==> src/rtl/core/emx_modmul.sv <==
// ---------------------------------------------------------------------------
// emx_modmul: shift-and-add modular multiplier
// Scans x from its top bit, one bit a cycle: r = 2r + x_bit*y, reduced
// below m by one compare against m and 2m. Needs y < m; y and m held stable.
// ---------------------------------------------------------------------------
`timescale 1ns / 1ps
`default_nettype none

module emx_modmul #(
    parameter int X_BITS   = 32,
    parameter int MOD_BITS = 31
) (
    input  wire logic                i_clk,
    input  wire logic                i_rst_n,
    input  wire logic                i_start,
    input  wire logic [X_BITS-1:0]   i_x,
    input  wire logic [MOD_BITS-1:0] i_y,
    input  wire logic [MOD_BITS-1:0] i_m,
    output logic                     o_done,
    output logic [MOD_BITS-1:0]      o_r
);

    localparam int CNT_W = $clog2(X_BITS + 1);
    localparam int T_W   = MOD_BITS + 2;

    logic [X_BITS-1:0]   r_x;
    logic [MOD_BITS-1:0] r_r;
    logic [CNT_W-1:0]    r_cnt;
    logic                r_done;

    logic [X_BITS-1:0]   n_x;
    logic [MOD_BITS-1:0] n_r;
    logic [T_W-1:0]      w_sum;
    logic [T_W-1:0]      w_m1;
    logic [T_W-1:0]      w_m2;
    logic [T_W-1:0]      w_red;

    always_comb begin
        n_x   = r_x << 1;
        w_m1  = {2'b00, i_m};
        w_m2  = {1'b0, i_m, 1'b0};
        w_sum = {1'b0, r_r, 1'b0} + (r_x[X_BITS-1] ? {2'b00, i_y} : {T_W{1'b0}});
        if (w_sum >= w_m2) begin
            w_red = w_sum - w_m2;
        end else if (w_sum >= w_m1) begin
            w_red = w_sum - w_m1;
        end else begin
            w_red = w_sum;
        end
        n_r = w_red[MOD_BITS-1:0];
    end

    always_ff @(posedge i_clk) begin
        if (!i_rst_n) begin
            r_cnt  <= '0;
            r_done <= 1'b0;
        end else begin
            r_done <= 1'b0;
            if (i_start) begin
                r_x   <= i_x;
                r_r   <= '0;
                r_cnt <= CNT_W'(X_BITS);
            end else if (r_cnt != '0) begin
                r_x   <= n_x;
                r_r   <= n_r;
                r_cnt <= r_cnt - 1'b1;
                if (r_cnt == CNT_W'(1)) begin
                    r_done <= 1'b1;
                end
            end
        end
    end

    assign o_done = r_done;
    assign o_r    = r_r;

endmodule

`default_nettype wire

==> config.mk <==
export PLATFORM = sky130hd
export DESIGN_NAME = emx_modmul
export DESIGN_NICKNAME = d
export VERILOG_FILES = /design/src/rtl/core/emx_modmul.sv
export SDC_FILE = /design/constraint.sdc
export NUM_CORES = 1
export LEC_CHECK = 0
export ABC_AREA = 1
export BUFFER_PORTS_ARGS = -buffer_cell sky130_fd_sc_hd__buf_2
export CORE_MARGIN = 2
export CORE_UTILIZATION = 45
export DETAILED_ROUTE_END_ITERATION = 10
export PLACE_DENSITY = 0.74
export SYNTH_ARGS = -nofsm -noshare
export SYNTH_HDL_FRONTEND = slang
export SYNTH_SLANG_ARGS = --single-unit
export TNS_END_PERCENT = 20
==> constraint.sdc <==
create_clock -name i_clk -period 7.11 [get_ports i_clk]
set_input_delay 1.422 -clock i_clk [delete_from_list [all_inputs] [get_ports i_clk]]
set_output_delay 1.422 -clock i_clk [all_outputs]
set_load 0.01 [all_outputs]
==> results.tsv <==
stage	metric	value	unit
detailed_routing	Iteration-0 DRC Markers	781	
setup_path	max incr delay on CP	550	ps
setup_path	Crit path max-delay family	simple AND/OR/NAND/NOR gates	
timing	endpoints failing hold	0	
die	Initial Utilization	45.6	%
global_route	vias in the first global route	9472	
synthesis	Yosys top cell by area	nand2_1	
placed_design	placed cell area	0.0104	sq mm
global_route	remaining global-route overflow	0	
clock_tree	CTS Hold Bufs	0	
timing	final setup vio count	0	
clock_tree	total CTS buffers	9	
setup_path	Crit Path Max Fanout	32	
setup_path	Critical Path End Type	register	
detailed_routing	post-route ant nets	0	
timing	worst clock skew	11.9	ps
detailed_routing	DR pass1 iterations	5	
timing	Period minus WS final	6050	ps
clock_tree	PostCTS Resize Cnt	0	
global_route	largest net degree at the start of global routing	65	
clock_tree	H-tree levels	3	
clock_tree	post-CTS setup buffers	0	
die	Cell Rows	53	
timing	Final period util	85.1	%
die	die area	0.0224	sq mm
synthesis	Mapped Avg Cell Area	6.21	sq um
clock_tree	Worst-Skew Late Latency	340	ps
synthesis	syn_nets	1733	
clock_tree	CTS clk-pin slew, worst paths	70	ps
synthesis	Yosys reg bits	70	
synthesis	share of the synthesized area in the top cell type	19.9	%
clock_tree	CTS Sinks	70	
final_layout	Synth-to-Final Area Change	12.5	%
setup_path	CP Cell Sequence	buf_2, nand2_1, inv_1, ha_1, a21oi_1, nand2_1, a21oi_1, nor2_1, nor2_1, o21ai_0, xor2_1, ha_1, a21oi_1, o21ai_0, a21oi_1, nand3_2, nand2_1, nand2_1, nand2_1, buf_4, nand3_2, nand2_1, nand3_1, a21oi_1	
die	io pins	129	
die	area of the core	0.0210	sq mm
timing	max-slew violations	0	
timing	max_slew headroom	27.2	%
detailed_routing	via-per-instance ratio	5.31	
synthesis	Cells after Synth	1539	
outcome	status	finished clean	
timing	Worst-Margin Slew	1080	ps
timing	f_max	165	MHz
final_layout	NumNets Final	1848	
detailed_routing	routed len/inst	16.2	um
placed_design	dpl hpwl	26.7	mm
setup_path	Critical-path top delay cell	nand3_2	
setup_path	Startpoint Class	input pin	
timing	RSZ-0062 raised after global routing	no	
clock_tree	root buf cell	clkbuf_16	
detailed_routing	final wirelength	31.4	mm
placed_design	RD Place Congestion	1.01	
setup_path	critical path arrival	6220	ps
synthesis	mapped cell area	0.00956	sq mm
synthesis	Area contributors post-synth	nand2_1 20%, edfxtp_1 20%, ha_1 12%, inv_1 8.9%, a21oi_1 6.9%	
detailed_routing	DR vias	10300	
run	count of max-cap constraint violations	0	
setup_path	WP buf/inv	3	
synthesis	sequential cell area fraction in the yosys report	21.3	%
min_path	worst min-delay path class	register to register	
synthesis	Synth cell types	42	
final_layout	proportion of layout cells with a drive suffix above 1	11.3	%
timing	total negative slack	0	ps
clock_tree	CTS Buffer Depth	2	
final_layout	n_diodes	0	
detailed_routing	DRC	0	
setup_path	Crit path top cell by count	nand2_1	
global_route	global-route wire length before repair	48.6	mm
placed_design	buffers added on ports	128	
die	DIE WIDTH	150	um
clock_tree	CTS tree	built	
final_layout	fin area	0.0108	sq mm
die	Die Ht	150	um
global_route	Total GRT Usage	27.8	%
setup_path	Worst EP required	7280	ps
synthesis	yosys warns	0	
setup_path	Worst Setup Path Type	input pin to register	
global_route	initial antenna violation count	0	
worst min-delay path, cell delays in order (launching register included):
cell     delay [ps]
dfxtp_1         320
nand2_1          60
a21oi_1          50
registers in the layout (all words and copies together), names as in the netlist:
name	flops
r_cnt	6
o_r	31
r_x	32
o_done	1
cells by family (layout without fill, tap and decap cells):
| family | Yosys count | in the layout | synth area share, % |
|---|---|---|---|
| compound gates | 226 | 226 | 13.4 |
| xor+xnor | 70 | 70 | 6.41 |
| fa+ha+maj | 97 | 97 | 12.9 |
| buf+inv | 264 | 384 | 10.9 |
| flops | 70 | 70 | 21.3 |
| simple gates | 812 | 812 | 35.1 |
per-layer routing:
| layer | up-vias | part of all wire, % | GRT usage [%] |
|---|---|---|---|
| li1 | 5202 | - | - |
| met1 | 4639 | 47 | 41.3 |
| met2 | 382 | 43 | 43.1 |
| met3 | 37 | 7.0 | 2.07 |
| met4 | 0 | 2.5 | 8.49 |
| met5 | - | 0 | 0 |
Yosys cell counts (all sizes together):
master	n
nand2	516
inv	235
a21oi	137
nor2	136
nand3	113
ha	94
edfxtp	63
xor2	45
o21ai	43
xnor2	25
o21bai	19
nor3	17
buf	16
nand4	13
clkbuf	12
a21o	9
dfxtp	7
nand3b	6
a31oi	5
a21boi	4
o211ai	4
or2	4
and3	3
fa	3
nor4	3
o21a	3
a211oi	1
a31o	1
and2	1
clkinv	1
cells in the final DEF, fill, tap and decap left out, types with 9 or more instances in the layout:
| master | netlist | routed |
|---|---|---|
| nor2_1 | 133 | 133 |
| o21bai_1 | 19 | 19 |
| inv_1 | 227 | 227 |
| nor3_1 | 16 | 16 |
| edfxtp_1 | 63 | 63 |
| a21o_1 | 9 | 9 |
| ha_1 | 94 | 94 |
| buf_2 | 8 | 128 |
| nand3_1 | 107 | 107 |
| nand4_1 | 13 | 13 |
| a21oi_1 | 131 | 130 |
| xor2_1 | 45 | 45 |
| xnor2_1 | 25 | 25 |
| clkbuf_16 | 0 | 9 |
| nand2_1 | 508 | 508 |
| o21ai_0 | 38 | 38 |
per-stage QoR:
step | util [%] | worst slack [ps] | hold WS [ps] | cells
floorplan | - | 1600 | 451 | 1539
global placement | 49.8 | 897 | 465 | 1918
detailed placement | 49.8 | 837 | 477 | 1918
CTS | 51.3 | 1200 | 487 | 1934
global route | 51.3 | 558 | 522 | 1934
finish | 51.3 | 1060 | 483 | 1934
final timing paths:
path / startpoint / depth (start not counted) / endpoint / slack (ps)
max: i_y[3] / 24 / o_r[25] / 1060
min: r_cnt[4] / 2 / r_cnt[4] / 480
max reg2reg: r_x[31] / 23 / o_r[25] / 1180
min reg2reg: r_cnt[4] / 2 / r_cnt[4] / 480
layout make-up:
type | instances | area (sq um)
Clock inverter | 7 | 105
Timing Repair Buffer | 132 | 671
Multi-Input combinational cell | 1205 | 6490
Fill cell | 2248 | 10200
Clock buffer | 9 | 225
Sequential cell | 70 | 2030
Inverter | 236 | 886
Tap cell | 275 | 344
Power is not shown: default switching activity piles up to over one toggle a cycle in this logic, so the estimate is an artifact.
