===== src/rtl/core/emx_modmul.sv =====
// ---------------------------------------------------------------------------
// emx_modmul: shift-and-add modular multiplier
// Scans x from its top bit, one bit a cycle: r = 2r + x_bit*y, reduced
// below m by one compare against m and 2m. Needs y < m; y and m held stable.
// ---------------------------------------------------------------------------
`timescale 1ns / 1ps
`default_nettype none

module emx_modmul #(
    parameter int X_BITS   = 32,
    parameter int MOD_BITS = 31
) (
    input  wire logic                i_clk,
    input  wire logic                i_rst_n,
    input  wire logic                i_start,
    input  wire logic [X_BITS-1:0]   i_x,
    input  wire logic [MOD_BITS-1:0] i_y,
    input  wire logic [MOD_BITS-1:0] i_m,
    output logic                     o_done,
    output logic [MOD_BITS-1:0]      o_r
);

    localparam int CNT_W = $clog2(X_BITS + 1);
    localparam int T_W   = MOD_BITS + 2;

    logic [X_BITS-1:0]   r_x;
    logic [MOD_BITS-1:0] r_r;
    logic [CNT_W-1:0]    r_cnt;
    logic                r_done;

    logic [X_BITS-1:0]   n_x;
    logic [MOD_BITS-1:0] n_r;
    logic [T_W-1:0]      w_sum;
    logic [T_W-1:0]      w_m1;
    logic [T_W-1:0]      w_m2;
    logic [T_W-1:0]      w_red;

    always_comb begin
        n_x   = r_x << 1;
        w_m1  = {2'b00, i_m};
        w_m2  = {1'b0, i_m, 1'b0};
        w_sum = {1'b0, r_r, 1'b0} + (r_x[X_BITS-1] ? {2'b00, i_y} : {T_W{1'b0}});
        if (w_sum >= w_m2) begin
            w_red = w_sum - w_m2;
        end else if (w_sum >= w_m1) begin
            w_red = w_sum - w_m1;
        end else begin
            w_red = w_sum;
        end
        n_r = w_red[MOD_BITS-1:0];
    end

    always_ff @(posedge i_clk) begin
        if (!i_rst_n) begin
            r_cnt  <= '0;
            r_done <= 1'b0;
        end else begin
            r_done <= 1'b0;
            if (i_start) begin
                r_x   <= i_x;
                r_r   <= '0;
                r_cnt <= CNT_W'(X_BITS);
            end else if (r_cnt != '0) begin
                r_x   <= n_x;
                r_r   <= n_r;
                r_cnt <= r_cnt - 1'b1;
                if (r_cnt == CNT_W'(1)) begin
                    r_done <= 1'b1;
                end
            end
        end
    end

    assign o_done = r_done;
    assign o_r    = r_r;

endmodule

`default_nettype wire


===== src/rtl/core/emx_cell.sv =====
// ---------------------------------------------------------------------------
// emx_cell: one exponent bit of the square-and-multiply chain
// Takes (acc, sq, m, e), multiplies acc by sq when e[0] is set, squares sq,
// and hands the word on with e shifted down. A cleared e passes straight on.
// ---------------------------------------------------------------------------
`timescale 1ns / 1ps
`default_nettype none

module emx_cell #(
    parameter int MOD_BITS = 31,
    parameter int EXP_BITS = 32
) (
    input  wire logic                i_clk,
    input  wire logic                i_rst_n,
    input  wire logic                i_valid,
    output logic                     o_ready,
    input  wire logic [MOD_BITS-1:0] i_acc,
    input  wire logic [MOD_BITS-1:0] i_sq,
    input  wire logic [MOD_BITS-1:0] i_m,
    input  wire logic [EXP_BITS-1:0] i_e,
    input  wire logic                i_zero,
    output logic                     o_valid,
    input  wire logic                i_ready,
    output logic [MOD_BITS-1:0]      o_acc,
    output logic [MOD_BITS-1:0]      o_sq,
    output logic [MOD_BITS-1:0]      o_m,
    output logic [EXP_BITS-1:0]      o_e,
    output logic                     o_zero
);

    typedef enum logic [1:0] {
        S_EMPTY,
        S_CALC,
        S_DONE
    } t_state;

    t_state              r_state;
    logic                r_start;
    logic [MOD_BITS-1:0] r_acc;
    logic [MOD_BITS-1:0] r_sq;
    logic [MOD_BITS-1:0] r_m;
    logic [EXP_BITS-1:0] r_e;
    logic                r_zero;

    logic                w_done;
    logic                w_sq_done;
    logic [MOD_BITS-1:0] w_acc_prod;
    logic [MOD_BITS-1:0] w_sq_prod;

    emx_modmul #(
        .X_BITS   (MOD_BITS),
        .MOD_BITS (MOD_BITS)
    ) u_mul_acc (
        .i_clk   (i_clk),
        .i_rst_n (i_rst_n),
        .i_start (r_start),
        .i_x     (r_sq),
        .i_y     (r_acc),
        .i_m     (r_m),
        .o_done  (w_done),
        .o_r     (w_acc_prod)
    );

    emx_modmul #(
        .X_BITS   (MOD_BITS),
        .MOD_BITS (MOD_BITS)
    ) u_mul_sq (
        .i_clk   (i_clk),
        .i_rst_n (i_rst_n),
        .i_start (r_start),
        .i_x     (r_sq),
        .i_y     (r_sq),
        .i_m     (r_m),
        .o_done  (w_sq_done),
        .o_r     (w_sq_prod)
    );

    always_ff @(posedge i_clk) begin
        if (!i_rst_n) begin
            r_state <= S_EMPTY;
            r_start <= 1'b0;
        end else begin
            r_start <= 1'b0;
            unique case (r_state)
                S_EMPTY: begin
                    if (i_valid) begin
                        r_acc  <= i_acc;
                        r_sq   <= i_sq;
                        r_m    <= i_m;
                        r_e    <= i_e;
                        r_zero <= i_zero;
                        if (i_e == '0) begin
                            r_state <= S_DONE;
                        end else begin
                            r_start <= 1'b1;
                            r_state <= S_CALC;
                        end
                    end
                end
                S_CALC: begin
                    if (w_done && w_sq_done) begin
                        if (r_e[0]) begin
                            r_acc <= w_acc_prod;
                        end
                        r_sq    <= w_sq_prod;
                        r_state <= S_DONE;
                    end
                end
                S_DONE: begin
                    if (i_ready) begin
                        r_state <= S_EMPTY;
                    end
                end
                default: r_state <= S_EMPTY;
            endcase
        end
    end

    assign o_ready = (r_state == S_EMPTY);
    assign o_valid = (r_state == S_DONE);
    assign o_acc   = r_acc;
    assign o_sq    = r_sq;
    assign o_m     = r_m;
    assign o_e     = r_e >> 1;
    assign o_zero  = r_zero;

endmodule

`default_nettype wire


===== config.mk =====
export PLATFORM = sky130hd
export DESIGN_NAME = emx_cell
export DESIGN_NICKNAME = d
export VERILOG_FILES = /design/src/rtl/core/emx_modmul.sv /design/src/rtl/core/emx_cell.sv
export SDC_FILE = /design/constraint.sdc
export NUM_CORES = 1
export LEC_CHECK = 0
export BUFFER_PORTS_ARGS = -buffer_cell sky130_fd_sc_hd__buf_2
export CAP_MARGIN = 20
export CORE_UTILIZATION = 35
export DETAILED_ROUTE_END_ITERATION = 6
export PLACE_DENSITY = 0.54
export SLEW_MARGIN = 20
export SYNTH_ARGS = -nofsm -noshare
export SYNTH_HDL_FRONTEND = slang
export SYNTH_SLANG_ARGS = --single-unit
export TNS_END_PERCENT = 20

===== constraint.sdc =====
create_clock -name i_clk -period 11.1 [get_ports i_clk]
set_input_delay 0.555 -clock i_clk [delete_from_list [all_inputs] [get_ports i_clk]]
set_output_delay 0.555 -clock i_clk [all_outputs]
set_load 0.02 [all_outputs]

==> metrics.md <==
| Metric | Value |
|---|---|
| WHS Endpoint | `o_m[4]$_DFFE_PP_` |
| Slew margin rel. | `36.52%` |
| Top FF cell, synth | `edfxtp_1` |
| First-pass GRT wire length | `97.28 mm` |
| Worst Hold Class | `input port to register` |
| Yosys warns | `0` |
| Worst hold path cell count | `1` |
| Yosys top cell area share | `35.21%` |
| CTS Buf Count | `35` |
| Antenna fix cells | `0` |
| HP Start | `i_m[4]` |
| EDFF count, synth | `250` |
| Core ar. | `0.06025 sq mm` |
| Wire per inst | `19.49 um` |
| Vias per inst | `5.495` |
| Root buffer cell | `clkbuf_16` |
| # rows | `90` |
| Setup violations, final | `0` |
| Pre-CTS WS | `4.121 ns` |
| Starting Density | `35.40%` |
| FF-to-FF setup slack | `4.04 ns` |
| Total GRT Usage | `19.82%` |
| Number of global-route vias before repair | `17,500` |
| Worst reg2reg path endpoint | `u_mul_sq.o_r[30]$_SDFFCE_PP0P_` |
| DRT Wirelength | `63.02 mm` |
| Status | `completed` |
| Main area contributors after synthesis | `edfxtp_1 (35%), ha_1 (11%), xnor2_1 (4.2%)` |
| Final worst setup slack | `4.038 ns` |
| Pins over their slew limit | `0` |
| Crit Path Class | `register to register` |
| # DRC | `0` |
| CTS clk-pin slew, worst paths | `0.06 ns` |
| CP Data Required Time | `11.51 ns` |
| Dpl hpwl | `49.71 mm` |
| Final weighted congestion in routability-driven placement | `0.9374` |
| CP Capture Type | `register` |
| CP peak stage delay | `0.68 ns` |
| Skew-Pair Late Insertion Delay | `0.56 ns` |
| Min Tclk post-route | `7.062 ns` |
| Vias | `17,770` |
| Fraction of layout cells with a size suffix above 1 | `17.86%` |
| Mapped Nets | `2,548` |
| Pre-antenna DRT Iters | `5` |
| TNS Setup | `0 ns` |
| Tcrit/Tclk final | `63.62%` |
| Final Hold Violating Endpoints | `0` |
| Post_cts resized | `0` |
| Worst path arrival time | `7.47 ns` |
| Mapped Area | `0.02132 sq mm` |
| Synth Instances | `2,222` |
| R2R Path Start | `u_mul_sq.r_x[30]$_DFFE_PP_` |
| Overflow after GRT | `0` |
| CTS tree | `done` |
| Highest-delay cell along the critical path | `edfxtp_1` |
| Register area share after synthesis | `36.61%` |
| Synth async-reset ratio | `0%` |
| Final Non-Filler Cells | `3,234` |
| Setup skew after layout | `0.02431 ns` |
| First DRT Iteration DRCs | `1,213` |
| Dpl cells | `3,172` |
| Leading area contributor after synthesis | `edfxtp_1` |
| Top achievable clock speed | `141.6 MHz` |
| R2R depth | `21` |
| Io pins | `258` |
| Die Wd | `248.8 um` |
| Antenna Nets Post-Route | `0` |
| Crit-path cells | `and2_1 -> ha_1 -> fa_1 -> a211oi_2 -> o21ai_2 -> a2111oi_4 -> nor2_1 -> a311oi_2 -> o21ai_0 -> xor2_1 -> ha_1 -> and3_1 -> nand2_1 -> nor3_1 -> and3_1 -> o41a_1 -> o31a_1 -> a211oi_4 -> buf_4 -> nand2b_1 -> a2bb2o_1` |
| Port Buffers | `256` |
| Crit path buffers/inverters | `1` |
| Worst setup SP type | `register` |
| Worst Tran Pin Value | `0.9521 ns` |
| Nets | `2,753` |
| Synthesized flop and latch total | `265` |
| # hold bufs at CTS | `0` |
| Chip Height | `248.8 um` |
| Clock sinks | `265` |
| Avg Synthesized Cell Area | `9.597 sq um` |
| Delay-heaviest family, CP | `compound AO/OA/AOI/OAI gates` |
| Htree depth | `2` |
| Initial antenna violation count | `2` |
| Maxcap violations | `0` |
| RSZ-0062 raised after global routing | `no` |
| Crit Path Max Fanout | `43` |
| Yosys cell types | `88` |
| Area growth syn-to-layout | `14.25%` |
| Largest net degree at the start of global routing | `81` |
| Postcts setup bufs | `0` |
| Die area | `0.06192 sq mm` |
| Bufs on Longest Clock Path | `3` |
through the flow:
step	hold slack [ns]	util [%]	area [sq um]
final	0.1646	40.44	24360
after CTS	0.1194	40.44	24360
after detailed placement	0.5309	38.48	23180
after global placement	0.5145	38.48	23180
after global routing	0.1365	40.44	24360
after floorplan	0.4980	-	21320
layer usage:
metal | track usage (%) | share of wire (%)
met2 | 34.56 | 49
met3 | 2.811 | 4.7
met5 | 0 | 0.027
met4 | 6.797 | 2.9
met1 | 24.95 | 44
Yosys cell counts (6+ instances only):
library cell  count
nor2_1          140
or3_1            15
nand2b_1         24
buf_2             6
buf_1             6
and3_1           15
a21o_1           72
nor3_1           35
a221oi_1          7
or2_2             9
and4_1            8
nand3_1          34
a21boi_0          6
o211ai_1         18
a311oi_1          7
o21ai_0         165
xor2_1           50
a211oi_2         16
clkbuf_1         51
buf_4            36
a21oi_1         150
dfxtp_1          15
o31ai_1          14
o311ai_0          6
o21a_1           45
edfxtp_1        250
o22ai_1          11
fa_1              6
nand4_1          24
inv_1           133
nor2b_1          22
nand2_1         151
xnor2_1         103
nor4_1           13
mux2_2           62
a31oi_1          22
a211oi_1         41
and2_1           70
o21bai_1         23
ha_1            190
mux2i_1          50
cells in the final DEF, fill, tap and decap left out, types with 15 or more instances in the layout:
cell type,count
a211oi_2,16
edfxtp_1,250
o21a_1,43
a211oi_1,41
and3_1,15
mux2_2,62
xor2_1,50
o21bai_1,23
nand2_1,151
xnor2_1,103
inv_1,133
o211ai_1,18
nand4_1,24
ha_1,190
clkbuf_16,35
a21oi_1,149
mux2i_1,50
a21o_1,72
nand2b_1,24
nor2_1,139
buf_2,256
nor3_1,35
and2_1,70
or3_1,15
o21ai_0,165
nor2b_1,21
nand3_1,34
a31oi_1,22
logic make-up (layout without fill, tap and decap cells):
kind of cell | count (synthesis) | count (layout) | synth area share (%)
XOR/XNOR | 153 | 153 | 6.284
buffers and inverters | 236 | 466 | 4.964
adder cells (fa/ha/maj) | 196 | 196 | 11.71
AND/OR/NAND/NOR | 581 | 581 | 13.58
other | 1 | 1 | 0.01759
multiplexers | 113 | 113 | 5.691
flip-flops | 265 | 265 | 36.61
AO/OA/AOI/OAI | 677 | 677 | 21.14
final cells by class:
| class | count | area [sq um] |
|---|---|---|
| repair buffers | 270 | 1386 |
| fillers | 6008 | 35880 |
| multi-input cells | 1721 | 12500 |
| clock inverters | 20 | 276.5 |
| flip-flops and latches | 265 | 7811 |
| well taps | 782 | 978.4 |
| inverters | 134 | 503.0 |
| clock buffers | 42 | 902.1 |
registers in the layout, summed over array words and instances (netlist names), 2 cells and up:
name,cells
r_e,32
o_acc,31
o_m,31
o_sq,31
u_mul_acc.o_r,31
u_mul_acc.r_x,31
u_mul_sq.o_r,31
u_mul_sq.r_x,31
u_mul_acc.r_cnt,5
u_mul_sq.r_cnt,5
r_state,2
how the worst max path moves through the flow:
stage	end	slack, ns	start	depth (start not counted)
2_1_floorplan	u_mul_sq.o_r[30]$_SDFFCE_PP0P_	5.43	u_mul_sq.r_x[30]$_DFFE_PP_	20
3_3_place_gp	u_mul_sq.o_r[30]$_SDFFCE_PP0P_	4.20	u_mul_sq.r_x[30]$_DFFE_PP_	21
3_5_place_dp	u_mul_sq.o_r[30]$_SDFFCE_PP0P_	4.12	u_mul_sq.r_x[30]$_DFFE_PP_	21
4_1_cts	u_mul_sq.o_r[30]$_SDFFCE_PP0P_	4.07	u_mul_sq.r_x[30]$_DFFE_PP_	21
5_1_grt	u_mul_sq.o_r[30]$_SDFFCE_PP0P_	3.54	u_mul_sq.r_x[30]$_DFFE_PP_	22
6_report	u_mul_sq.o_r[30]$_SDFFCE_PP0P_	4.04	u_mul_sq.r_x[30]$_DFFE_PP_	21
Power is left out: the tool's default activity adds up to more than one toggle a clock period on the data nets, which glitch-free logic cannot reach.
